[src/design/kffc_pkg.sv]
// Package for the keypad four-function calculator.
// Holds the data widths, key codes, operator codes and the shared adder request type.
// No dependencies.
`default_nettype none

package kffc_pkg;

  // Width of the arithmetic word and of the displayed value.
  localparam int unsigned DataWidth    = 32;
  localparam int unsigned DisplayWidth = 32;
  // The shared adder is one bit wider so that the divider can detect a borrow.
  localparam int unsigned AluWidth     = DataWidth + 1;
  localparam int unsigned CntWidth     = $clog2(DataWidth);

  // Keypad characters.
  localparam logic [7:0] Key0     = 8'h30;
  localparam logic [7:0] Key9     = 8'h39;
  localparam logic [7:0] KeyPlus  = 8'h2B;
  localparam logic [7:0] KeyMinus = 8'h2D;
  localparam logic [7:0] KeyTimes = 8'h2A;
  localparam logic [7:0] KeySlash = 8'h2F;
  localparam logic [7:0] KeyEqual = 8'h3D;
  localparam logic [7:0] KeyClrLo = 8'h63;
  localparam logic [7:0] KeyClrUp = 8'h43;

  // Pending operator codes.
  typedef enum logic [2:0] {
    OP_NONE = 3'd0,
    OP_ADD  = 3'd1,
    OP_SUB  = 3'd2,
    OP_MUL  = 3'd3,
    OP_DIV  = 3'd4
  } op_e;

  // Operands and mode for the shared adder/subtractor.
  typedef struct packed {
    logic [AluWidth-1:0] a;
    logic [AluWidth-1:0] b;
    logic                sub;
  } addsub_req_t;

endpackage

`default_nettype wire

[src/design/kffc_addsub.sv]
// Shared adder/subtractor used by every arithmetic step of the calculator.
// Depends on kffc_pkg for the operand width and request type.
`default_nettype none

module kffc_addsub import kffc_pkg::*; (
  input  addsub_req_t         req_i,
  output logic [AluWidth-1:0] sum_o,
  output logic                carry_o
);

  logic [AluWidth:0] full;

  // Subtraction is a plus the inverted b plus one; the carry out means no borrow.
  assign full = {1'b0, req_i.a}
              + {1'b0, (req_i.sub ? ~req_i.b : req_i.b)}
              + {{AluWidth{1'b0}}, req_i.sub};

  assign sum_o   = full[AluWidth-1:0];
  assign carry_o = full[AluWidth];

endmodule

`default_nettype wire

[src/design/keypad_four_function_calculator_unit.sv]
// Top level of the keypad four-function calculator: sequencer, state and output register.
// Depends on kffc_pkg and instantiates kffc_addsub.
//
// Usage:
//   The input channel (in_valid_i, in_ready_o, key_char_i) takes one ASCII key per
//   transfer. The output channel (out_valid_o, out_ready_i, accepted_o,
//   display_value_o, error_flag_o) returns exactly one result per key.
//   One adder/subtractor does all arithmetic under a small sequencer, so one key
//   is worked on at a time and in_ready_o is high only while the sequencer idles.
//   Clear, operator without a fresh entry, add, subtract and rejected keys finish
//   in the decode step; a digit takes two adder passes (times ten, then plus
//   digit); multiply takes one shift-add pass per bit; divide takes two magnitude
//   passes, one restoring step per bit and one sign pass. Each result then goes
//   through the done state to the output register. A new key may be accepted in
//   the cycle after the result is loaded into the output register.
//   When the receiver stalls, a finished result waits in the output register while
//   the next key is taken and worked on; that key's result is held until the
//   register is free.
//   Reset clears the accumulator, entry, pending operator, error flag and output
//   valid.
`default_nettype none

module keypad_four_function_calculator_unit import kffc_pkg::*; (
  input  wire                             clk_i,
  input  wire                             rst_ni,
  input  wire                             in_valid_i,
  output logic                            in_ready_o,
  input  wire        [7:0]                key_char_i,
  output logic                            out_valid_o,
  input  wire                             out_ready_i,
  output logic                            accepted_o,
  output logic signed [DisplayWidth-1:0]  display_value_o,
  output logic                            error_flag_o
);

  typedef enum logic [9:0] {
    ST_IDLE      = 10'b0000000001,
    ST_DECODE    = 10'b0000000010,
    ST_DIG_MUL   = 10'b0000000100,
    ST_DIG_ADD   = 10'b0000001000,
    ST_MUL_STEP  = 10'b0000010000,
    ST_DIV_ABS_N = 10'b0000100000,
    ST_DIV_ABS_D = 10'b0001000000,
    ST_DIV_STEP  = 10'b0010000000,
    ST_DIV_SIGN  = 10'b0100000000,
    ST_DONE      = 10'b1000000000
  } state_e;

  state_e                state_q, state_d;
  logic [DataWidth-1:0]  acc_q, acc_d;
  logic [DataWidth-1:0]  entry_q, entry_d;
  logic                  pend_q, pend_d;
  op_e                   op_q, op_d;
  logic                  err_q, err_d;
  logic                  key_ok_q, key_ok_d;
  logic [7:0]            key_q;
  logic [DataWidth-1:0]  work_q, work_d;
  logic [DataWidth-1:0]  aux_q, aux_d;
  logic [DataWidth-1:0]  rem_q, rem_d;
  logic [CntWidth-1:0]   cnt_q, cnt_d;
  logic                  out_valid_q, out_valid_d;
  logic                  out_acc_q, out_acc_d;
  logic [DisplayWidth-1:0] out_disp_q, out_disp_d;
  logic                  out_err_q, out_err_d;

  addsub_req_t           alu_req;
  logic [AluWidth-1:0]   alu_sum;
  logic                  alu_carry;

  logic                  is_digit;
  logic                  is_clear;
  logic                  is_op;
  op_e                   new_op;
  logic                  cnt_last;

  kffc_addsub u_addsub (
    .req_i   (alu_req),
    .sum_o   (alu_sum),
    .carry_o (alu_carry)
  );

  // Key classification from the captured character.
  assign is_digit = (key_q >= Key0) && (key_q <= Key9);
  assign is_clear = (key_q == KeyClrLo) || (key_q == KeyClrUp);
  assign cnt_last = (cnt_q == CntWidth'(DataWidth - 1));

  always_comb begin
    is_op  = 1'b1;
    new_op = OP_NONE;
    case (key_q)
      KeyPlus:  new_op = OP_ADD;
      KeyMinus: new_op = OP_SUB;
      KeyTimes: new_op = OP_MUL;
      KeySlash: new_op = OP_DIV;
      KeyEqual: new_op = OP_NONE;
      default:  is_op  = 1'b0;
    endcase
  end

  // Sequencer and datapath next-state logic.
  always_comb begin
    state_d     = state_q;
    acc_d       = acc_q;
    entry_d     = entry_q;
    pend_d      = pend_q;
    op_d        = op_q;
    err_d       = err_q;
    key_ok_d    = key_ok_q;
    work_d      = work_q;
    aux_d       = aux_q;
    rem_d       = rem_q;
    cnt_d       = cnt_q;
    out_valid_d = out_valid_q;
    out_acc_d   = out_acc_q;
    out_disp_d  = out_disp_q;
    out_err_d   = out_err_q;
    alu_req     = '0;

    if (out_valid_q && out_ready_i) begin
      out_valid_d = 1'b0;
    end

    case (state_q)
      ST_IDLE: begin
        if (in_valid_i) begin
          state_d = ST_DECODE;
        end
      end

      ST_DECODE: begin
        // Add and subtract finish here in one adder pass.
        alu_req.a   = {1'b0, acc_q};
        alu_req.b   = {1'b0, entry_q};
        alu_req.sub = (op_q == OP_SUB);
        key_ok_d    = is_clear || is_digit || is_op;
        state_d     = ST_DONE;
        if (is_clear) begin
          acc_d   = '0;
          entry_d = '0;
          pend_d  = 1'b0;
          op_d    = OP_NONE;
          err_d   = 1'b0;
        end else if (is_digit && !err_q) begin
          work_d  = pend_q ? entry_q : '0;
          state_d = ST_DIG_MUL;
        end else if (is_op && !err_q) begin
          if (!pend_q) begin
            op_d = new_op;
          end else begin
            case (op_q)
              OP_NONE: begin
                acc_d  = entry_q;
                pend_d = 1'b0;
                op_d   = new_op;
              end
              OP_ADD, OP_SUB: begin
                acc_d  = alu_sum[DataWidth-1:0];
                pend_d = 1'b0;
                op_d   = new_op;
              end
              OP_MUL: begin
                aux_d   = acc_q;
                work_d  = entry_q;
                acc_d   = '0;
                cnt_d   = '0;
                state_d = ST_MUL_STEP;
              end
              OP_DIV: begin
                if (entry_q == '0) begin
                  // Divide by zero: set the error and drop the new operator.
                  err_d  = 1'b1;
                  pend_d = 1'b0;
                end else begin
                  state_d = ST_DIV_ABS_N;
                end
              end
              default: begin
                pend_d = 1'b0;
                op_d   = new_op;
              end
            endcase
          end
        end
      end

      ST_DIG_MUL: begin
        // Entry times ten as (x << 3) + (x << 1).
        alu_req.a = {1'b0, work_q[DataWidth-4:0], 3'b000};
        alu_req.b = {1'b0, work_q[DataWidth-2:0], 1'b0};
        work_d    = alu_sum[DataWidth-1:0];
        state_d   = ST_DIG_ADD;
      end

      ST_DIG_ADD: begin
        alu_req.a = {1'b0, work_q};
        alu_req.b = {{(AluWidth-4){1'b0}}, key_q[3:0]};
        entry_d   = alu_sum[DataWidth-1:0];
        pend_d    = 1'b1;
        state_d   = ST_DONE;
      end

      ST_MUL_STEP: begin
        // Shift-add multiply; the product builds in the accumulator.
        alu_req.a = {1'b0, acc_q};
        alu_req.b = work_q[0] ? {1'b0, aux_q} : '0;
        acc_d     = alu_sum[DataWidth-1:0];
        aux_d     = {aux_q[DataWidth-2:0], 1'b0};
        work_d    = {1'b0, work_q[DataWidth-1:1]};
        cnt_d     = cnt_q + 1'b1;
        if (cnt_last) begin
          pend_d  = 1'b0;
          op_d    = new_op;
          state_d = ST_DONE;
        end
      end

      ST_DIV_ABS_N: begin
        alu_req.b   = {1'b0, acc_q};
        alu_req.sub = acc_q[DataWidth-1];
        work_d      = alu_sum[DataWidth-1:0];
        state_d     = ST_DIV_ABS_D;
      end

      ST_DIV_ABS_D: begin
        alu_req.b   = {1'b0, entry_q};
        alu_req.sub = entry_q[DataWidth-1];
        aux_d       = alu_sum[DataWidth-1:0];
        rem_d       = '0;
        cnt_d       = '0;
        state_d     = ST_DIV_STEP;
      end

      ST_DIV_STEP: begin
        // Restoring division: the quotient shifts into the work register.
        alu_req.a   = {rem_q, work_q[DataWidth-1]};
        alu_req.b   = {1'b0, aux_q};
        alu_req.sub = 1'b1;
        if (alu_carry) begin
          rem_d = alu_sum[DataWidth-1:0];
        end else begin
          rem_d = {rem_q[DataWidth-2:0], work_q[DataWidth-1]};
        end
        work_d = {work_q[DataWidth-2:0], alu_carry};
        cnt_d  = cnt_q + 1'b1;
        if (cnt_last) begin
          state_d = ST_DIV_SIGN;
        end
      end

      ST_DIV_SIGN: begin
        // Negate the quotient when the operand signs differ.
        alu_req.b   = {1'b0, work_q};
        alu_req.sub = acc_q[DataWidth-1] ^ entry_q[DataWidth-1];
        acc_d       = alu_sum[DataWidth-1:0];
        pend_d      = 1'b0;
        op_d        = new_op;
        state_d     = ST_DONE;
      end

      ST_DONE: begin
        // Load the result once the output register is free.
        if (!out_valid_q || out_ready_i) begin
          out_valid_d = 1'b1;
          out_acc_d   = key_ok_q;
          out_disp_d  = DisplayWidth'(pend_q ? entry_q : acc_q);
          out_err_d   = err_q;
          state_d     = ST_IDLE;
        end
      end

      default: begin
        state_d = ST_IDLE;
      end
    endcase
  end

  // Control and architectural state.
  always_ff @(posedge clk_i or negedge rst_ni) begin
    if (!rst_ni) begin
      state_q     <= ST_IDLE;
      acc_q       <= '0;
      entry_q     <= '0;
      pend_q      <= 1'b0;
      op_q        <= OP_NONE;
      err_q       <= 1'b0;
      key_ok_q    <= 1'b0;
      cnt_q       <= '0;
      out_valid_q <= 1'b0;
    end else begin
      state_q     <= state_d;
      acc_q       <= acc_d;
      entry_q     <= entry_d;
      pend_q      <= pend_d;
      op_q        <= op_d;
      err_q       <= err_d;
      key_ok_q    <= key_ok_d;
      cnt_q       <= cnt_d;
      out_valid_q <= out_valid_d;
    end
  end

  // Payload registers.
  always_ff @(posedge clk_i) begin
    if (in_valid_i && in_ready_o) begin
      key_q <= key_char_i;
    end
    work_q     <= work_d;
    aux_q      <= aux_d;
    rem_q      <= rem_d;
    out_acc_q  <= out_acc_d;
    out_disp_q <= out_disp_d;
    out_err_q  <= out_err_d;
  end

  assign in_ready_o      = (state_q == ST_IDLE);
  assign out_valid_o     = out_valid_q;
  assign accepted_o      = out_acc_q;
  assign display_value_o = out_disp_q;
  assign error_flag_o    = out_err_q;

`ifndef SYNTHESIS
  // An input transfer always starts decoding in the next cycle.
  assert property (@(posedge clk_i) disable iff (!rst_ni)
    (in_valid_i && in_ready_o) |=> (state_q == ST_DECODE))
    else $error("input transfer did not start decode");

  // The divider never runs with a zero divisor.
  assert property (@(posedge clk_i) disable iff (!rst_ni)
    (state_q == ST_DIV_STEP) |-> (aux_q != '0))
    else $error("division step with zero divisor");

  // While in error, any key but clear leaves the accumulator alone.
  assert property (@(posedge clk_i) disable iff (!rst_ni)
    (state_q == ST_DECODE && err_q && !is_clear) |=> ($stable(acc_q) && err_q))
    else $error("key changed state during error");
`endif

endmodule

`default_nettype wire
[config.mk]
export PLATFORM = sky130hd
export DESIGN_NAME = keypad_four_function_calculator_unit
export DESIGN_NICKNAME = d
export VERILOG_FILES = /design/src/design/kffc_pkg.sv /design/src/design/kffc_addsub.sv /design/src/design/keypad_four_function_calculator_unit.sv
export SDC_FILE = /design/constraint.sdc
export NUM_CORES = 1
export LEC_CHECK = 0
export ABC_AREA = 1
export BUFFER_PORTS_ARGS = -buffer_cell sky130_fd_sc_hd__buf_2
export CORE_UTILIZATION = 50
export CTS_BUF_LIST = sky130_fd_sc_hd__clkbuf_4 sky130_fd_sc_hd__clkbuf_8
export DETAILED_ROUTE_END_ITERATION = 8
export PLACE_DENSITY = 0.66
export SLEW_MARGIN = 20
export SYNTH_ARGS = -nofsm -noshare
export SYNTH_HDL_FRONTEND = slang
export SYNTH_SLANG_ARGS = --single-unit
[constraint.sdc]
create_clock -name clk_i -period 4.7 [get_ports clk_i]
set_input_delay 0.705 -clock clk_i [delete_from_list [all_inputs] [get_ports clk_i]]
set_output_delay 0.705 -clock clk_i [all_outputs]
set_load 0.01 [all_outputs]
# Word-level counts from Yosys, hierarchy flattened
# Cells that the tools add are included.
# word_totals
wordCells	180
output_inout_bits	36
reg_bits	224
inputBits	12
# classes
addsub	3
muxes	72
order_cmp	2
bitwise_logic	2
reduce_logical	44
eq_ne	41
# op_table
cell	count
2-to-1 mux 32 bit	19
one-hot mux 32 bit (7 select lines)	1
one-hot mux 32 bit (2 select lines)	3
one-hot mux 32 bit (3 select lines)	2
one-hot mux 33 bit (4 select lines)	1
one-hot mux 32 bit (4 select lines)	1
2-to-1 mux 10 bit	9
one-hot mux 10 bit (9 select lines)	1
equality test 8 x 6 -> 1 bit (second input constant)	5
adder 33 x 33 -> 34 bit	1
adder 34 x 1 -> 34 bit	1
2-to-1 mux 33 bit	1
inverter 32 -> 33 bit	1
zero test 32 bit	1
2-to-1 mux 5 bit	5
!= test 2 bit (second input constant)	10
one-hot mux 10 bit (2 select lines)	1
2-to-1 mux 3 bit	6
AND reduction 6 bit	3
equality test 8 x 7 -> 1 bit (second input constant)	2
2-to-1 mux 1 bit	16
OR reduction 2 bit	8
!= test 3 bit (second input constant)	5
one-hot mux 5 bit (3 select lines)	1
other kinds (38)	60

# Longest topological paths before layout
# Gate-level depths: netlist (run 1).
# depth
depth_word	13
ltp_mapped	27
ltp_nobuf	26

# Modules after synthesis
# Synthesis (run 1) repeated with hierarchy kept, for this count alone.
# hier_totals
cells_unflattened	2036
hier_area_um2	15170.8
# by_module_without_submodules
module	cells_each	instances	seq_area_each_um2	area_each_um2
keypad_four_function_calculator_unit	1532	1	6297.3	12563.3
kffc_addsub	504	1	0.0	2607.5

# Worst setup path after synthesis (run 1)
# Ideal clock, no wire load.
# synth_timing
path_kind	register -> register
start	register state_q[0]
end	register work_q[18], data pin
arrival_ps	3855
setup_time_ps	270
path_stages_with_launch	23
required_time_ps	4430
slack_ps	574
n_path_buf	2
period_less_slack_ps	4126
cell_sequence	dfstp_2 -> nor2_2 -> nand2_4 -> nor2_4 -> nand2_1 -> buf_2 -> buf_1 -> o22ai_1 -> a2111oi_0 -> xor2_1 -> ha_1 -> a21o_1 -> a21oi_1 -> o21ai_1 -> a21boi_1 -> o21bai_1 -> a21oi_1 -> inv_1 -> or2_1 -> nand2_1 -> inv_1 -> nand2_1 -> o2111ai_1
# synth_via
elab_chain_cells	8
elab_cells_between_ends	19
cone_classes	add/sub: 2; eq/ne: 8; mux: 5; bitwise: 1; reduce/logical: 3
# synth_rtl
element	line_no	source
start, declared	keypad_four_function_calculator_unit.sv:49	state_e state_q, state_d;
start signal, assigned	keypad_four_function_calculator_unit.sv:290	state_q <= state_d;
equality test 10 x 7 -> 1 bit / equality test 10 x 2 -> 1 bit (equally long branches)	keypad_four_function_calculator_unit.sv:123	case (state_q)
OR reduction 2 bit (no source line)	--	
one-hot mux 32 bit (7 select lines)	keypad_four_function_calculator_unit.sv:123	
inverter 32 -> 33 bit	kffc_addsub.sv:15	+ {1'b0, (req_i.sub ? ~req_i.b : req_i.b)}
2-to-1 mux 33 bit	kffc_addsub.sv:15	
adder 33 x 33 -> 34 bit	kffc_addsub.sv:15	
adder 34 x 1 -> 34 bit	kffc_addsub.sv:16	+ {{AluWidth{1'b0}}, req_i.sub};
one-hot mux 32 bit (4 select lines) (*)	keypad_four_function_calculator_unit.sv:123	
via work_d[18]	keypad_four_function_calculator_unit.sv:57	logic [DataWidth-1:0] work_q, work_d;
end signal, assigned	keypad_four_function_calculator_unit.sv:307	work_q <= work_d;
end, declared	keypad_four_function_calculator_unit.sv:57	
# The timed path passes the listed nets; every way through them passes the cells marked *.
# A chain may end at the register's enable or synchronous reset.

# Final worst setup path (run 1)
# layout_timing
start	register state_q[1]
end	register aux_q[30], data pin
# layout_via
elab_chain_cells	8
elab_cells_between_ends	18
cone_classes	add/sub: 2; eq/ne: 8; mux: 5; bitwise: 1; reduce/logical: 2
# layout_rtl
element	line_no	source
equality test 10 x 7 -> 1 bit / equality test 10 x 2 -> 1 bit (equally long branches)	keypad_four_function_calculator_unit.sv:123	
OR reduction 2 bit (no source line)	--	
one-hot mux 32 bit (7 select lines)	keypad_four_function_calculator_unit.sv:123	
inverter 32 -> 33 bit	kffc_addsub.sv:15	
2-to-1 mux 33 bit	kffc_addsub.sv:15	
adder 33 x 33 -> 34 bit	kffc_addsub.sv:15	
adder 34 x 1 -> 34 bit	kffc_addsub.sv:16	
one-hot mux 32 bit (3 select lines) (*)	keypad_four_function_calculator_unit.sv:123	
via aux_d[30]	keypad_four_function_calculator_unit.sv:58	logic [DataWidth-1:0] aux_q, aux_d;
end signal, assigned	keypad_four_function_calculator_unit.sv:308	aux_q <= aux_d;
end, declared	keypad_four_function_calculator_unit.sv:58	
# Marks and branches as above.

==> results of run 1 <==
registers in the layout, indices dropped and copies added (netlist names):
signal / flops
work_q: 32
accepted_o: 1
err_q: 1
error_flag_o: 1
aux_q: 32
pend_q: 1
entry_q: 32
op_q: 3
acc_q: 32
key_ok_q: 1
display_value_o: 32
key_q: 8
out_valid_o: 1
state_q: 10
cnt_q: 5
rem_q: 32
per-layer routing:
metal	up-vias	global-route usage
li1	6681	-
met1	7197	0.564
met2	1267	0.593
met3	251	0.119
met4	2	0.196
met5	-	0
path summary, 6_finish.rpt:
path,startpoint,to,slack (ps)
min,rst_ni,cnt_q[3],260
max,state_q[1],aux_q[30],170
min in group clk_i,key_char_i[3],key_q[3],330
max in group asynchronous,rst_ni,pend_q,3440
max reg2reg,state_q[1],aux_q[30],170
min reg2reg,key_ok_q,accepted_o,490
worst register-to-register path: cells and delay by family, from the launching register on:
family          cells  cell delay (ps)
simple gates       11             1700
buf+inv             5              990
compound gates      5              830
flops               1              440
fa+ha+maj           1              280
stage by stage:
stage,hold WS (ps),TNS (ps),cells,total power [mW],util
after CTS,314,0,2350,6.85,0.588
after global routing,317,-9.57,2360,7.22,0.593
after floorplan,409,0,1811,3.92,-
after detailed placement,479,-633,2272,4.76,0.555
after global placement,481,-15.0,2272,4.73,0.555
final,261,0,2360,6.99,0.593
placed cells by master, fill, tap and decap left out, drive strengths merged, types with 9 or more instances in the layout:
cell / count
o22ai: 100
dfrtp: 85
clkinv: 11
o211ai: 14
nor2: 131
a221oi: 25
xor2: 44
o221ai: 48
edfxtp: 138
a31oi: 14
nand2: 321
nor3: 22
ha: 34
a22oi: 19
nor4: 14
nand4: 9
buf: 170
a2111oi: 10
clkbuf: 67
inv: 290
o2111ai: 26
o32ai: 14
nand3: 85
o21ai: 135
a21oi: 90
cell families after synthesis:
group / count (synthesis)
compound gates: 529
xor+xnor: 49
fa+ha+maj: 35
buf+inv: 379
flops: 224
simple gates: 595
area by class of cell:
cell class,instances,area share
clock inverters,11,0.00513
repair buffers,170,0.0723
repair inverters,1,0.000293
well taps,384,0.0281
clock buffers,67,0.0492
flip-flops and latches,224,0.369
multi-input cells,1208,0.410
inverters,295,0.0658
repair_timing:
action / CTS / global route
endpoints found under the setup margin: 14 / 79
resized for setup: 2 / 30
cloned: 0 / 1
buffers inserted: 0 / 9
pin swaps: 0 / 3
power groups by stage:
| stage | logic [mW] | clock network, mW | registers (mW) |
|---|---|---|---|
| 5_1_grt | 2.31 | 2.20 | 2.70 |
| 2_1_floorplan | 1.26 | 0 | 2.66 |
| 4_1_cts | 2.06 | 2.12 | 2.67 |
| 3_3_place_gp | 2.03 | 0 | 2.70 |
| 6_report | 2.18 | 2.13 | 2.68 |
| 3_5_place_dp | 2.06 | 0 | 2.70 |
==> impl_metrics.yaml, run 1 <==
worst_setup_path:
  ff2ff_path_depth: 22
  critPathMaxFanout: 42
  path_common_cell: "sky130_fd_sc_hd__nand2_1"
  timing_worst_setup_path_type: "reg -> reg"
  crit_path_slowest_cell: "sky130_fd_sc_hd__dfrtp_1"
  critical_path.endpoint_type: "register"
  critical_path_buf_inv_count: 5
  crit_chain: "nor2_2, nand2_4, nor2_1, nand2_1, buf_12, nand2_2, clkinvlp_4, buf_4, o21ai_0, ha_1, buf_4, nand2_1, inv_1, a21oi_1, o21ai_0, a221oi_1, nand2_1, nand2_1, nand3_1, or2_2, nand2_1, o221ai_1"
  slowest_delay_ps: 440
  required_ps: 4980
  dominant_delay_contributor_by_cell_family_on_the_critical_path: "simple AND/OR/NAND/NOR gates"
  number_of_logic_stages_on_the_critical_path_including_buffering: 22
  worstPathArrival_ps: 4820
  worst_setup_path_start_kind: "register"
global_routing:
  grt_remaining_overflow: 0
  grt_pass1_wl_um: 92200
  grt_use_total: 0.410
  first_global_vias: 14603
  grt_max_degree: 67
  antenna_found_initial: 1
detailed_routing:
  highest-signal-layer: "met5"
  drc: 0
  detail_route.wirelength.met1_um: 24500
  routed_wire_length_per_instance_um: 26.5
  dr.pass1.iters: 8
  vias: 15398
  routed-wl-met3_um: 8930
  wirelength_um: 62400
  drtAntennaViolNets: 0
  detail_route.iter0.violations: 2398
  met2WireLength_um: 25700
  post_drt_via_cell_ratio: 6.52
logic_synthesis:
  yosys-top-cells-count: "sky130_fd_sc_hd__nand2_1 (304), sky130_fd_sc_hd__inv_1 (282), sky130_fd_sc_hd__edfxtp_1 (138)"
  synth-async-reset-ratio: 0.384
  netlist-cell-type-count: 58
  synthCells: 1811
  synth-edff-count: 138
  synth_simple_gate_area_share: 0.177
  synth_top_family_by_area: "compound AO/OA/AOI/OAI gates"
  synth-compound-area-share: 0.235
  ys_seq_area_frac: 0.430
  netlist_top_cells_area: "sky130_fd_sc_hd__edfxtp_1 (28%), sky130_fd_sc_hd__dfrtp_1 (15%), sky130_fd_sc_hd__nand2_1 (7.8%), sky130_fd_sc_hd__inv_1 (7.2%), sky130_fd_sc_hd__o22ai_1 (4.3%)"
  post_synth_xor_area_fraction: 0.0293
  postSynthRegisterBits: 224
  syn-cell-area_um2: 14700
  postSynth.topFlopCell: "sky130_fd_sc_hd__edfxtp_1"
  yosysTopAreaCell: "sky130_fd_sc_hd__edfxtp_1"
  post_synth_fa_ha_maj_area_fraction: 0.0304
  synthMostInstantiatedCell: "sky130_fd_sc_hd__nand2_1"
  synth-warning-count: 0
  muxShareOfSynthArea: 0
  post_synth.cell_area_avg_um2: 8.09
  synthesis.nets: 1858
  synthDominantCellAreaShare: 0.283
clock_network:
  cts_hold_repair.buffers: 0
  clk_path_buf_depth: 3
  clk_latency_ps: 590
  htreeDepth: 2
  cts_made_buffers: 42
  tritoncts: "done"
  clk_pin_slew_worst_paths_ps: 60
  clock_sink_count: 224
  clock_tree.root_cell: "sky130_fd_sc_hd__clkbuf_8"
sta:
  slew_headroom: 0.197
  fmax_ghz: 0.221
  rsz0062_at_grt: "true"
  final_setup_vio_count: 0
  slew_of_the_pin_with_the_lowest_slew_margin_ps: 1200
  period_minus_slack_ps: 4530
  postLayoutSetupSlackWorst_ps: 165
  min_period_over_period: 0.965
  report.final.slew_viol_count: 0
  timing_hold_violations_final: 0
  worst_clock_skew_ps: 45.8
placed_design:
  hpwl_um: 42200
  buffer_ports.inserted: 47
  detailedPlace.worstSlack_ps: -91.3
  gpl.final_weighted_congestion: 0.977
  postPlaceCellArea_um2: 16000
power:
  p_seq_frac: 0.383
  p_int_mw: 4.30
  power_frac_clock: 0.304
  leakagePower_nw: 7.67
  swShare: 0.384
  power.share.combinational: 0.312
  irDropWorstVdd_v: 0.000241
  power_density_nw_per_um2: 409
  power.net_switching_mw: 2.68
finish:
  fill_cells: 2648
  multi_input_comb_area_um2: 7010
  layout-drive-gt1-share: 0.160
  seq_area_um2: 6300
  num_antenna_cells: 0
  post-route-cell-area_um2: 17100
  finalNetCount: 1989
  area.growth.synth_to_final_pct: 16.5
die:
  die_width_um: 173
  io_pins: 48
  chipHeight_um: 173
  dieArea_um2: 30000
  core_area_um2: 28800
  initial_util: 0.509
  row_count: 62
flow_run:
  maxCapViolations: 0
worst_hold_path:
  hold_class: "in -> async"
outcome:
  outcome: "finished, final reports clean"
No activity file was read; power rests on OpenSTA's default activity.
==> inputs of run 2 (changes only) <==
- ABC_AREA: 1 -> not set
==> impl_metrics.yaml, run 2 <==
finish:
  most-common-layout-cells: "sky130_fd_sc_hd__nand2_1 (219), sky130_fd_sc_hd__buf_4 (161), sky130_fd_sc_hd__edfxtp_1 (138)"
  num_antenna_cells: 0
  postLayoutCoreUtil: 0.631
  seq_area_um2: 6300
  area.growth.synth_to_final_pct: 23.2
  multi_input_comb_area_um2: 7580
  fill_cells: 2192
  finalNetCount: 1645
  post-route-cell-area_um2: 17000
  layout-drive-gt1-share: 0.280
  final_common_cell: "sky130_fd_sc_hd__nand2_1"
outcome:
  failed_checks: "DRC, setup timing"
  outcome: "finished with violations"
power:
  power_frac_clock: 0.369
  p_seq_frac: 0.471
  power.share.combinational: 0.160
  p_total_mw: 4.96
  swShare: 0.306
  p_int_mw: 3.44
  power_density_nw_per_um2: 291
  power.net_switching_mw: 1.52
  leakagePower_nw: 6.89
  irDropWorstVdd_v: 0.000192
sta:
  timing_hold_violations_final: 0
  slew_of_the_pin_with_the_lowest_slew_margin_ps: 1030
  final_setup_vio_count: 25
  fmax_ghz: 0.209
  period_minus_slack_ps: 4790
  rsz0062_at_grt: "true"
  report.final.slew_viol_count: 0
  postLayoutSetupSlackWorst_ps: -89.4
  worst_clock_skew_ps: 26.3
  slew_headroom: 0.313
  min_period_over_period: 1.02
logic_synthesis:
  synthesis.nets: 1479
  synth-async-reset-ratio: 0.384
  netlist-cell-type-count: 74
  synthDominantCellAreaShare: 0.300
  synthCells: 1432
  yosys-top-cells-count: "sky130_fd_sc_hd__nand2_1 (225), sky130_fd_sc_hd__o21ai_0 (151), sky130_fd_sc_hd__edfxtp_1 (138)"
  syn-cell-area_um2: 13800
  postSynth.topFlopCell: "sky130_fd_sc_hd__edfxtp_1"
  synthMostInstantiatedCell: "sky130_fd_sc_hd__nand2_1"
  ys_seq_area_frac: 0.455
  post_synth.cell_area_avg_um2: 9.66
  postSynthRegisterBits: 224
  yosysTopAreaCell: "sky130_fd_sc_hd__edfxtp_1"
  synth-warning-count: 0
  netlist_top_cells_area: "sky130_fd_sc_hd__edfxtp_1 (30%), sky130_fd_sc_hd__dfrtp_1 (15%), sky130_fd_sc_hd__nand2_1 (6.1%), sky130_fd_sc_hd__o21ai_0 (5.5%), sky130_fd_sc_hd__a222oi_1 (5.1%)"
  synth-edff-count: 138
clock_network:
  cts_hold_repair.buffers: 0
  clk_path_buf_depth: 3
  cts_made_buffers: 41
  clock_sink_count: 224
  htreeDepth: 2
  clk_pin_slew_worst_paths_ps: 60
  tritoncts: "done"
  clock_tree.root_cell: "sky130_fd_sc_hd__clkbuf_8"
  clk_latency_ps: 550
placed_design:
  gpl.final_weighted_congestion: 0.949
  hpwl_um: 29400
  postPlaceCellArea_um2: 15400
  buffer_ports.inserted: 47
detailed_routing:
  dr.pass1.iters: 9
  drc: 3
  routed_wire_length_per_instance_um: 23.3
  wirelength_um: 45900
  detail_route.iter0.violations: 1680
  post_drt_via_cell_ratio: 6.65
  vias: 13074
  drtAntennaViolNets: 0
die:
  core_area_um2: 27000
  io_pins: 48
  initial_util: 0.512
  chipHeight_um: 168
  die_width_um: 168
  dieArea_um2: 28300
  row_count: 60
global_routing:
  grt_use_total: 0.319
  grt_pass1_wl_um: 70900
  antenna_found_initial: 0
  first_global_vias: 12508
  grt_remaining_overflow: 0
  grt_max_degree: 67
worst_setup_path:
  worst_setup_path_start_kind: "register"
  regToRegStartpoint: "state_q[7]"
  setup.worst_path.start: "state_q[7]"
  timing.reg2reg.setup_slack_ps: -90
  required_ps: 4980
  worstPathArrival_ps: 5070
  critPathMaxFanout: 11
  timing_worst_setup_path_type: "reg -> reg"
  critical_path.endpoint_type: "register"
worst_hold_path:
  hold_class: "in -> async"
flow_run:
  maxCapViolations: 0
## run 2: final cells by class
class	instances	share of cell area
multi-input combinational	1068	0.445
sequential	224	0.369
timing repair buffer	232	0.109
clock buffer	55	0.0407
tap	341	0.0250
inverter	31	0.00683
clock inverter	16	0.00455
## run 2: power by group through the flow
stage	clock [mW]	combinational (mW)	sequential (mW)
floorplan	0	0.415	2.34
global placement	0	0.755	2.36
detailed placement	0	0.761	2.36
CTS	1.84	0.772	2.33
global route	1.92	0.853	2.34
finish	1.83	0.796	2.33
## run 2: path summary, 6_finish.rpt
path                                    end  depth (start not counted)
worst max-delay path               rem_q[2]                         20
worst min-delay path               cnt_q[2]                          1
worst max register to register     rem_q[2]                         20
worst min register to register   accepted_o                          0
max in group asynchronous       entry_q[13]                          2
min in group clk_i               state_q[0]                          2
## run 2: per-stage QoR
step           TNS, ps  worst slack (ps)  hold slack, ps  cells
2_1_floorplan        0              9.26             409   1432
3_3_place_gp      -238             -75.3             440   1864
3_5_place_dp     -2550              -200             450   1864
4_1_cts              0              2.40             249   1953
5_1_grt         -10430              -279             280   1967
6_report         -1280             -89.4             228   1967
## run 2: logic make-up after synthesis
family          share of synthesized area
compound gates                      0.221
simple gates                        0.154
xor+xnor                           0.0475
flops                               0.455
mux                                0.0492
buf+inv                            0.0408
fa+ha+maj                          0.0322
## run 2: critical path: stages, from the launching register on
cell                        delay, ps
sky130_fd_sc_hd__dfrtp_1          400
sky130_fd_sc_hd__buf_4            220
sky130_fd_sc_hd__nor3_4            60
sky130_fd_sc_hd__and4b_2          310
sky130_fd_sc_hd__buf_4            170
sky130_fd_sc_hd__bufbuf_16        280
sky130_fd_sc_hd__a222oi_1         370
sky130_fd_sc_hd__nand2_1          100
sky130_fd_sc_hd__ha_2             340
sky130_fd_sc_hd__buf_4            170
sky130_fd_sc_hd__nand4_1          170
sky130_fd_sc_hd__or4_1            430
sky130_fd_sc_hd__a211o_1          290
sky130_fd_sc_hd__nand3_2          110
sky130_fd_sc_hd__o211ai_4         110
sky130_fd_sc_hd__o2bb2ai_4        160
sky130_fd_sc_hd__o21ai_4          240
sky130_fd_sc_hd__buf_12           160
sky130_fd_sc_hd__clkbuf_16        160
sky130_fd_sc_hd__mux2i_1          190
sky130_fd_sc_hd__nor2_1            60
## run 2: metal layers
layer  global-route usage  routed length [µm]
met3               0.0611                4520
met2                0.505               21000
met1                0.436               18800
met5                    0                   0
met4                0.119                1590
## run 2: repair_timing
action                                  CTS  global route
hold endpoints to repair                  0             0
endpoints found under the setup margin   45           103
gates cloned                              4             1
setup buffers                            14            17
pin swaps                                17            52
resized for setup                        32           115
